[src/hw/rtl/ipbl_pkg.sv]
`timescale 1ns / 1ps

package ipbl_pkg;

  localparam int MAX_ENTRIES_DEF = 64;
  localparam int ADDR_W          = 32;
  localparam int CMD_W           = 3;

  // command codes
  localparam logic [CMD_W-1:0] CMD_CHECK_IN  = 3'd0;
  localparam logic [CMD_W-1:0] CMD_CHECK_OUT = 3'd1;
  localparam logic [CMD_W-1:0] CMD_ADD_IN    = 3'd2;
  localparam logic [CMD_W-1:0] CMD_ADD_OUT   = 3'd3;
  localparam logic [CMD_W-1:0] CMD_ADD_BOTH  = 3'd4;
  localparam logic [CMD_W-1:0] CMD_CLEAR     = 3'd5;

  typedef struct packed {
    logic [CMD_W-1:0]  cmd;
    logic [ADDR_W-1:0] ip_address;
  } ipbl_req_t;

  typedef struct packed {
    logic drop;
    logic list_full;
  } ipbl_rsp_t;

endpackage

[src/hw/rtl/ipbl_ram.sv]
`timescale 1ns / 1ps

// simple dual port RAM, one write, one registered read
module ipbl_ram #(
  parameter int WIDTH = 32,
  parameter int DEPTH = 64,
  localparam int AW   = (DEPTH > 1) ? $clog2(DEPTH) : 1
) (
  input  logic             clk,
  input  logic             we,
  input  logic [AW-1:0]    wr_addr,
  input  logic [WIDTH-1:0] wr_data,
  input  logic [AW-1:0]    rd_addr,
  output logic [WIDTH-1:0] rd_data
);

  logic [WIDTH-1:0] mem [DEPTH];

  always_ff @(posedge clk) begin
    if (we) begin
      mem[wr_addr] <= wr_data;
    end
    rd_data <= mem[rd_addr];
  end

endmodule

[src/hw/rtl/ip_blocklist_filter.sv]
`timescale 1ns / 1ps

// Channel   Ports                 Handshake
// -------   -------------------   -----------------------------------------
// command   req (cmd, ip_address) beat taken on the edge with start && !busy
// result    rsp (drop, list_full) beat shown for one cycle while done is high
//
// Add, clear and unused codes: result in the cycle after the beat, busy stays low.
// Check: one comparator walks the selected list, one RAM read a cycle; result
//   once the whole list is walked, sooner on a hit, and in the cycle after the
//   beat for an empty list. busy is high during the walk.
// Reset (rst, synchronous) empties both counts; RAM contents are not cleared.
// The receiver cannot stall: each result is valid for its single done cycle.
module ip_blocklist_filter
  import ipbl_pkg::*;
#(
  parameter int MAX_ENTRIES = MAX_ENTRIES_DEF
) (
  input  logic      clk,
  input  logic      rst,
  input  logic      start,
  output logic      busy,
  input  ipbl_req_t req,
  output logic      done,
  output ipbl_rsp_t rsp
);

  localparam int IDX_W = (MAX_ENTRIES > 1) ? $clog2(MAX_ENTRIES) : 1;
  localparam int CNT_W = $clog2(MAX_ENTRIES + 1);
  localparam logic [CNT_W-1:0] CNT_MAX = CNT_W'(MAX_ENTRIES);

  typedef enum logic {IDLE, SCAN} state_t;

  state_t            state;
  logic [CNT_W-1:0]  in_cnt;
  logic [CNT_W-1:0]  out_cnt;
  logic [CNT_W-1:0]  scan_idx;   // next address to read
  logic [CNT_W-1:0]  scan_cnt;   // length of list being walked
  logic              scan_out;   // walking the outgoing list
  logic              pend;       // rd_data holds entry scan_idx-1
  logic [ADDR_W-1:0] key;

  logic              accept;
  logic              in_full;
  logic              out_full;
  logic              add_in;
  logic              add_out;
  logic              we_in;
  logic              we_out;
  logic [ADDR_W-1:0] rd_in;
  logic [ADDR_W-1:0] rd_out;
  logic [ADDR_W-1:0] rd_sel;
  logic              hit;
  logic              last;

  assign accept   = start && !busy;
  assign in_full  = (in_cnt == CNT_MAX);
  assign out_full = (out_cnt == CNT_MAX);
  assign add_in   = (req.cmd == CMD_ADD_IN)  || (req.cmd == CMD_ADD_BOTH);
  assign add_out  = (req.cmd == CMD_ADD_OUT) || (req.cmd == CMD_ADD_BOTH);
  assign we_in    = accept && add_in  && !in_full;
  assign we_out   = accept && add_out && !out_full;

  // the one shared comparator
  assign rd_sel = scan_out ? rd_out : rd_in;
  assign hit    = pend && (rd_sel == key);
  assign last   = pend && (scan_idx == scan_cnt);

  ipbl_ram #(.WIDTH(ADDR_W), .DEPTH(MAX_ENTRIES)) u_in_ram (
    .clk     (clk),
    .we      (we_in),
    .wr_addr (in_cnt[IDX_W-1:0]),
    .wr_data (req.ip_address),
    .rd_addr (scan_idx[IDX_W-1:0]),
    .rd_data (rd_in)
  );

  ipbl_ram #(.WIDTH(ADDR_W), .DEPTH(MAX_ENTRIES)) u_out_ram (
    .clk     (clk),
    .we      (we_out),
    .wr_addr (out_cnt[IDX_W-1:0]),
    .wr_data (req.ip_address),
    .rd_addr (scan_idx[IDX_W-1:0]),
    .rd_data (rd_out)
  );

  always_ff @(posedge clk) begin
    if (rst) begin
      state   <= IDLE;
      busy    <= 1'b0;
      done    <= 1'b0;
      in_cnt  <= '0;
      out_cnt <= '0;
      pend    <= 1'b0;
    end else begin
      unique case (state)
        IDLE: begin
          if (accept) begin
            key      <= req.ip_address;
            scan_idx <= '0;
            pend     <= 1'b0;
            unique case (req.cmd)
              CMD_CHECK_IN, CMD_CHECK_OUT: begin
                rsp      <= '0;
                scan_out <= (req.cmd == CMD_CHECK_OUT);
                scan_cnt <= (req.cmd == CMD_CHECK_OUT) ? out_cnt : in_cnt;
                if (((req.cmd == CMD_CHECK_OUT) ? out_cnt : in_cnt) == '0) begin
                  done <= 1'b1;          // empty list: accept at once
                end else begin
                  done  <= 1'b0;
                  state <= SCAN;
                  busy  <= 1'b1;
                end
              end
              CMD_ADD_IN, CMD_ADD_OUT, CMD_ADD_BOTH: begin
                if (we_in) begin
                  in_cnt <= in_cnt + CNT_W'(1);
                end
                if (we_out) begin
                  out_cnt <= out_cnt + CNT_W'(1);
                end
                // {drop, list_full}
                rsp  <= {1'b0, (add_in && in_full) || (add_out && out_full)};
                done <= 1'b1;
              end
              CMD_CLEAR: begin
                in_cnt  <= '0;
                out_cnt <= '0;
                rsp     <= '0;
                done    <= 1'b1;
              end
              default: begin
                rsp  <= '0;
                done <= 1'b1;            // unused code: no change
              end
            endcase
          end else begin
            done <= 1'b0;
          end
        end
        SCAN: begin
          scan_idx <= scan_idx + CNT_W'(1);
          pend     <= 1'b1;
          if (hit || last) begin
            rsp   <= {hit, 1'b0};        // {drop, list_full}
            done  <= 1'b1;
            busy  <= 1'b0;
            state <= IDLE;
          end else begin
            done <= 1'b0;
          end
        end
        default: begin
          done  <= 1'b0;
          state <= IDLE;
          busy  <= 1'b0;
        end
      endcase
    end
  end

endmodule

[config.mk]
export PLATFORM = sky130hd
export DESIGN_NAME = ip_blocklist_filter
export DESIGN_NICKNAME = d
export VERILOG_FILES = /design/src/hw/rtl/ipbl_pkg.sv /design/src/hw/rtl/ipbl_ram.sv /design/src/hw/rtl/ip_blocklist_filter.sv
export SDC_FILE = /design/constraint.sdc
export NUM_CORES = 2
export LEC_CHECK = 0
export ABC_AREA = 1
export BUFFER_PORTS_ARGS = -buffer_cell sky130_fd_sc_hd__buf_2
export CAP_MARGIN = 0
export CORE_UTILIZATION = 55
export CTS_BUF_LIST = sky130_fd_sc_hd__clkbuf_4 sky130_fd_sc_hd__clkbuf_8
export CTS_CLUSTER_DIAMETER = 60
export DETAILED_ROUTE_END_ITERATION = 12
export PLACE_DENSITY = 0.7
export SLEW_MARGIN = 20
export SYNTH_ARGS = -nofsm -noshare
export SYNTH_HDL_FRONTEND = slang
export SYNTH_HIERARCHICAL = 1
export SYNTH_SLANG_ARGS = --single-unit
[constraint.sdc]
create_clock -name clk -period 6.85 [get_ports clk]
set_clock_uncertainty 0.2 [all_clocks]
set_input_delay 0.3425 -clock clk [delete_from_list [all_inputs] [get_ports clk]]
set_output_delay 0.3425 -clock clk [all_outputs]
set_load 0.1 [all_outputs]
### Yosys cells after proc, flatten, opt, wreduce, memory -nomap -nowiden

Memory sizes are Yosys's and may differ from the RTL's. A register that Yosys moved wholly into a read port is not among the register bits.
Index checks and enable logic that the tools add are counted.

| word-level totals | value |
|---|---|
| output and inout port bits | 4 |
| bits in registers | 67 |
| RAM bits | 4096 |
| input bits | 38 |
| memories kept | 2 |

Memories:

| memory | depth | width | read ports | clocked after Yosys merged registers in | write ports | line | text |
|---|---|---|---|---|---|---|---|
| u_in_ram.mem | 64 | 32 | 1 | 1 | 1 | ipbl_ram.sv:17 | `logic [WIDTH-1:0] mem [DEPTH];` |
| u_out_ram.mem | 64 | 32 | 1 | 1 | 1 | ipbl_ram.sv:17 |  |

| cells by class | value |
|---|---|
| bitwise logic cells | 2 |
| mux-type cells | 33 |
| eq/ne operators | 15 |
| $add $sub $neg | 3 |
| reduce and logical (&&, ||, !) cells | 28 |

Operator list:

| operator | number |
|---|---|
| case mux 7 bit (2 select lines) | 3 |
| equality test 32 bit | 1 |
| two-way mux 32 bit | 1 |
| two-way mux 7 bit | 4 |
| adder 7 x 1 -> 7 bit (second input constant) | 3 |
| two-way mux 1 bit | 18 |
| AND reduction 4 bit | 4 |
| equality test 7 bit (second input constant) | 2 |
| logical AND 1 bit | 9 |
| != test 2 x 1 -> 1 bit (second input constant) | 4 |
| case mux 1 bit (2 select lines) | 4 |
| equality test 7 bit | 1 |
| zero test 7 bit | 1 |
| equality test 3 x 2 -> 1 bit (second input constant) | 2 |
| equality test 3 bit (second input constant) | 2 |
| AND reduction 3 bit | 2 |
| logical OR 1 bit | 4 |
| two-way mux 2 bit | 2 |
| != test 2 bit (second input constant) | 2 |
| case mux 2 bit (2 select lines) | 1 |
| equality test 3 x 1 -> 1 bit (second input constant) | 1 |
| zero test 1 bit | 3 |
| zero test 3 bit | 1 |
| OR reduction 3 bit | 1 |
| 4 further kinds | 5 |

### Depth between registers and ports, before layout

| depth | value |
|---|---|
| word-level depth | 7 |
| gate-level depth with buffers | 16 |

### Hierarchy

The synthesis kept the hierarchy.

By module, submodules not included:

| module | cells an instance | seq. area each (um^2) | instances | area an instance (um^2) |
|---|---|---|---|---|
| ipbl_ram | 6769 | 62139.6 | 2 | 82738.1 |
| ip_blocklist_filter | 553 | 1831.8 | 1 | 4086.4 |

### Worst setup path before layout

Ideal clock, no wire load.

| timing path | value |
|---|---|
| path type | register to register |
| from | reg busy |
| to | mem u_in_ram.mem[48][0], enable pin |
| library setup time | 0.502 ns |
| period minus slack after synthesis | 5.528 ns |
| path slack | 1.322 ns |
| stages on the path, launching flop included | 7 |
| buffers on the path | 1 |
| data required time | 6.148 ns |
| arrival | 4.826 ns |
| path through | dfxtp_1 nor2_1 inv_1 nor3_1 clkbuf_1 nand4_1 nor4_1 |

| between the ends | value |
|---|---|
| longest elaborated chain between the ends | 6 |

Ends and longest elaborated chain:

| element | line | text |
|---|---|---|
| start, declared | ip_blocklist_filter.sv:22 | `output logic busy,` |
| start signal, assigned | ip_blocklist_filter.sv:90 | `busy <= 1'b0;` |
| start signal, assigned | ip_blocklist_filter.sv:112 | `busy <= 1'b1;` |
| start signal, assigned | ip_blocklist_filter.sv:147 | `busy <= 1'b0;` |
| zero test 1 bit | ip_blocklist_filter.sv:56 | `assign accept = start && !busy;` |
| logical AND 1 bit | ip_blocklist_filter.sv:56 |  |
| logical AND 1 bit (2 in a row) | ip_blocklist_filter.sv:61 | `assign we_in = accept && add_in && !in_full;` |
| net we_in | ip_blocklist_filter.sv:48 | `logic we_in;` |
| two-way mux 1 bit | ipbl_ram.sv:20 | `if (we) begin` |
| two-way mux 1 bit (not written as such) | ipbl_ram.sv:21 | `mem[wr_addr] <= wr_data;` |
| end, declared | ipbl_ram.sv:17 |  |

The timed path passes the listed nets, and every way through them passes these cells.

==> impl_metrics.yaml <==
place:
  portBuffers: 41
  place.gp.congestion: 0.901
  place_ws_ns: 2.82
  hpwl_microns: 249000
  place_inst: 17600
grt:
  grt_usage_pct: 30.1
  grt_first_pass_wirelength_microns: 690000
  grt_overflow: 0
  grt_pass1_vias: 106000
  grt_max_degree: 215
  grt_antenna_before_repair: 19
critical_path:
  crit_fanout: 169
  required_ns: 7.79
  worstSetupEndpointType: "flop"
  r2r_slack_ns: 2.63
  reg2regPathDepth: 11
  worstReg2RegEnd: "u_out_ram/rd_data[6]"
  cp_cell_sequence: "buf_12 -> buf_12 -> buf_4 -> nand2_1 -> nand3_1 -> nand3_1 -> nand3_1 -> nand3_1 -> nand2_1 -> nand2_1 -> nand2_1"
  critical-path-slowest-cell: "buf_4"
  crit_type: "reg -> reg"
  path_delay_family: "buffers and inverters"
  crit_arrival_ns: 5.16
  worstReg2RegStart: "scan_idx[0]"
  max_stage_delay_ns: 0.76
  critPathLaunchType: "flop"
  worst-path-buf-inv: 3
finish:
  fin_cells: 18800
  final_layout_size_suffix_gt1_share_pct: 10.1
  area_growth_pct: 10.7
  nNetsFinal: 14300
hold_path:
  holdPathEnd: "u_in_ram/mem[3][4]"
  worstHoldPathCells: 2
  hold_path_class: "in -> reg"
  min-delay-start: "req[4]"
cts:
  cts_buffer_depth: 4
  cts.clk_slew.worst_paths_ns: 0.07
  clk-insertion-delay-late_ns: 1.23
  cts_root_buffer: "clkbuf_8"
  cts_tree: "yes"
  hold_buffers: 69
  cts_resized: 0
  cts.sinks: 4227
  postCtsSetupBuffers: 0
  cts_buffers: 664
  htreeDepth: 6
route:
  routed_wl_microns: 475000
  wl_per_cell_microns: 25.2
  drtPass1Iterations: 8
  ant_nets: 0
  drc: 0
  vias: 114000
  routed_via_density: 6.04
  drtIter0Drc: 15600
sta:
  fin_crit_ns: 4.22
  setup_viol: 0
  slew-limit-headroom_pct: 18.2
  tightest_slew_ns: 1.22
  min_period_over_period_pct: 61.6
  slew_viol_final: 0
  max_freq_mhz: 237
  fin_ws_ns: 2.63
  tns_ns: 0
  rsz0062_at_grt: "no"
  hold_violations: 0
yosys:
  yosysWarnings: 6
  synth_cell_type_count: 41
  syn-num-nets: 14100
  async_flop_share_pct: 0
  synth_edf_count: 4145
  ys_seq_area_share_pct: 74.4
  syn_avg_cell_area_sq_um: 12.0
  syn_inst: 14100
  ys_ff_latch: 4227
  synth_area_sq_um: 170000
  synth-main-ff-cell: "edfxtp_1"
die:
  core_sq_um: 306000
  io_pins: 42
  die_w_microns: 557
  initial_core_util_pct: 55.4
  fp.dieH_microns: 557
  rows: 203
  die_area_sq_um: 311000
pwr:
  peakVddDrop_mv: 0.190
  pwr-share-clk_pct: 39.4
  switchingPower_uw: 12300
  seqPwrFrac_pct: 54.7
  p_comb_share_pct: 5.9
  power_switching_share_pct: 23.5
  internal_power_uw: 39900
  p_per_area_nw_per_um2: 278
  p_leak_uw: 0.0663
  power_uw: 52200
job:
  max_cap_viol_count: 0
status:
  outcome: "completed"
==> cells in the mapped netlist, types with 3 or more instances <==
cell type	instances	area share [%]
buf_6	7	0.046
inv_1	96	0.21
buf_4	94	0.42
buf_8	4	0.035
nand3_1	3852	11
nand4_1	30	0.11
o21ai_0	21	0.062
inv_4	3	0.011
inv_2	6	0.013
nor4_1	20	0.074
xnor2_1	3	0.015
nand2_1	4697	10
edfxtp_1	4145	73
clkbuf_1	156	0.35
a21oi_1	11	0.032
nand3b_1	7	0.031
buf_1	80	0.18
a21o_1	5	0.022
nor3_1	13	0.038
ha_1	5	0.037
o211ai_1	3	0.013
a211oi_1	3	0.013
buf_2	567	1.7
nor2_2	4	0.015
nand2_2	3	0.011
dfxtp_1	82	0.97
nor2_1	152	0.34
xor2_1	9	0.046
==> placed cells by master, fill, tap and decap left out, types with 4 or more instances in the layout <==
cell,instances
edfxtp_1,4145
inv_1,92
inv_6,15
diode_2,18
ha_1,5
clkinvlp_4,9
nor3_1,13
buf_6,9
nor2_1,39
nor4_2,17
inv_12,8
inv_2,4
dlygate4sd3_1,67
a21o_1,5
buf_4,224
nor2_2,5
nor2_4,112
clkinv_1,132
nand3_1,3852
a21oi_1,11
nand4_1,30
xor2_1,9
nand2_1,4697
clkinv_2,36
inv_16,4
clkbuf_8,674
nand3b_1,7
buf_12,49
clkinv_8,6
o21ai_0,21
dfxtp_1,82
clkbuf_4,265
buf_2,9
buf_16,14
inv_8,19
==> kinds of logic after synthesis <==
family	after synthesis	share of synthesized area [%]
XOR/XNOR	12	0.0620
flip-flops	4227	74.4
AND/OR/NAND/NOR	8783	22.4
adder cells (fa/ha/maj)	5	0.0369
AO/OA/AOI/OAI	51	0.189
buffers and inverters	1013	2.93
==> worst reg2reg max path, stage by stage (launching register included) <==
cell and delay [ns]:
edfxtp_1 0.38, buf_12 0.65, buf_12 0.63, buf_4 1.03, nand2_1 0.15, nand3_1 0.18, nand3_1 0.09, nand3_1 0.10
nand3_1 0.24, nand2_1 0.24, nand2_1 0.15, nand2_1 0.10
==> registers in the layout, summed over array words and instances, names as in the netlist <==
signal,count
u_out_ram/mem,2048
u_out_ram/rd_data,32
scan_idx,7
u_in_ram/rd_data,32
out_cnt,7
busy,1
u_in_ram/mem,2048
state,1
pend,1
scan_cnt,7
scan_out,1
key,32
done,1
rsp,2
in_cnt,7
==> final cells by class <==
| cell class | instances | area (sq um) |
|---|---|---|
| diodes | 18 | 45.0 |
| clock buffers | 939 | 11300 |
| clock inverters | 224 | 1380 |
| fillers | 23300 | 119000 |
| inverters | 105 | 469 |
| multi-input cells | 8851 | 39400 |
| flip-flops and latches | 4227 | 126000 |
| well taps | 4100 | 5130 |
| repair buffers | 372 | 3860 |
==> worst max-delay path by stage <==
stage / from / end / depth (start not counted)
4_1_cts: out_cnt[0] / u_out_ram/mem[29][19] / 8
2_1_floorplan: busy / u_in_ram/mem[48][0] / 6
5_1_grt: scan_idx[0] / u_out_ram/rd_data[13] / 11
3_3_place_gp: scan_idx[0] / u_in_ram/rd_data[22] / 11
6_report: scan_idx[0] / u_out_ram/rd_data[6] / 11
3_5_place_dp: out_cnt[0] / u_out_ram/mem[29][9] / 8
==> power groups by stage <==
stage	clock [uW]	sequential, uW	combinational [uW]
after CTS	20700	28600	3010
final	20600	28600	3070
after global routing	21800	28600	3270
after floorplan	0	29000	1640
after global placement	0	29100	2920
after detailed placement	0	29100	2960
==> through the flow <==
stage | util, % | cell area, sq um | hold slack [ns]
finish | 61.3 | 188000 | 0.0627
global route | 61.3 | 188000 | 0.0488
CTS | 61.2 | 187000 | 0.000893
detailed placement | 56.8 | 174000 | 0.293
global placement | 56.7 | 174000 | 0.286
floorplan | - | 170000 | 0.241
==> layer usage <==
metal | vias up | track usage (%) | routed length (microns)
li1 | 50400 | - | -
met1 | 55500 | 42.4 | 183000
met2 | 6837 | 45.5 | 216000
met3 | 976 | 6.06 | 55000
met4 | 6 | 13.4 | 21200
met5 | - | 0 | 36
Note: power is estimated with default switching activity, not from simulation.
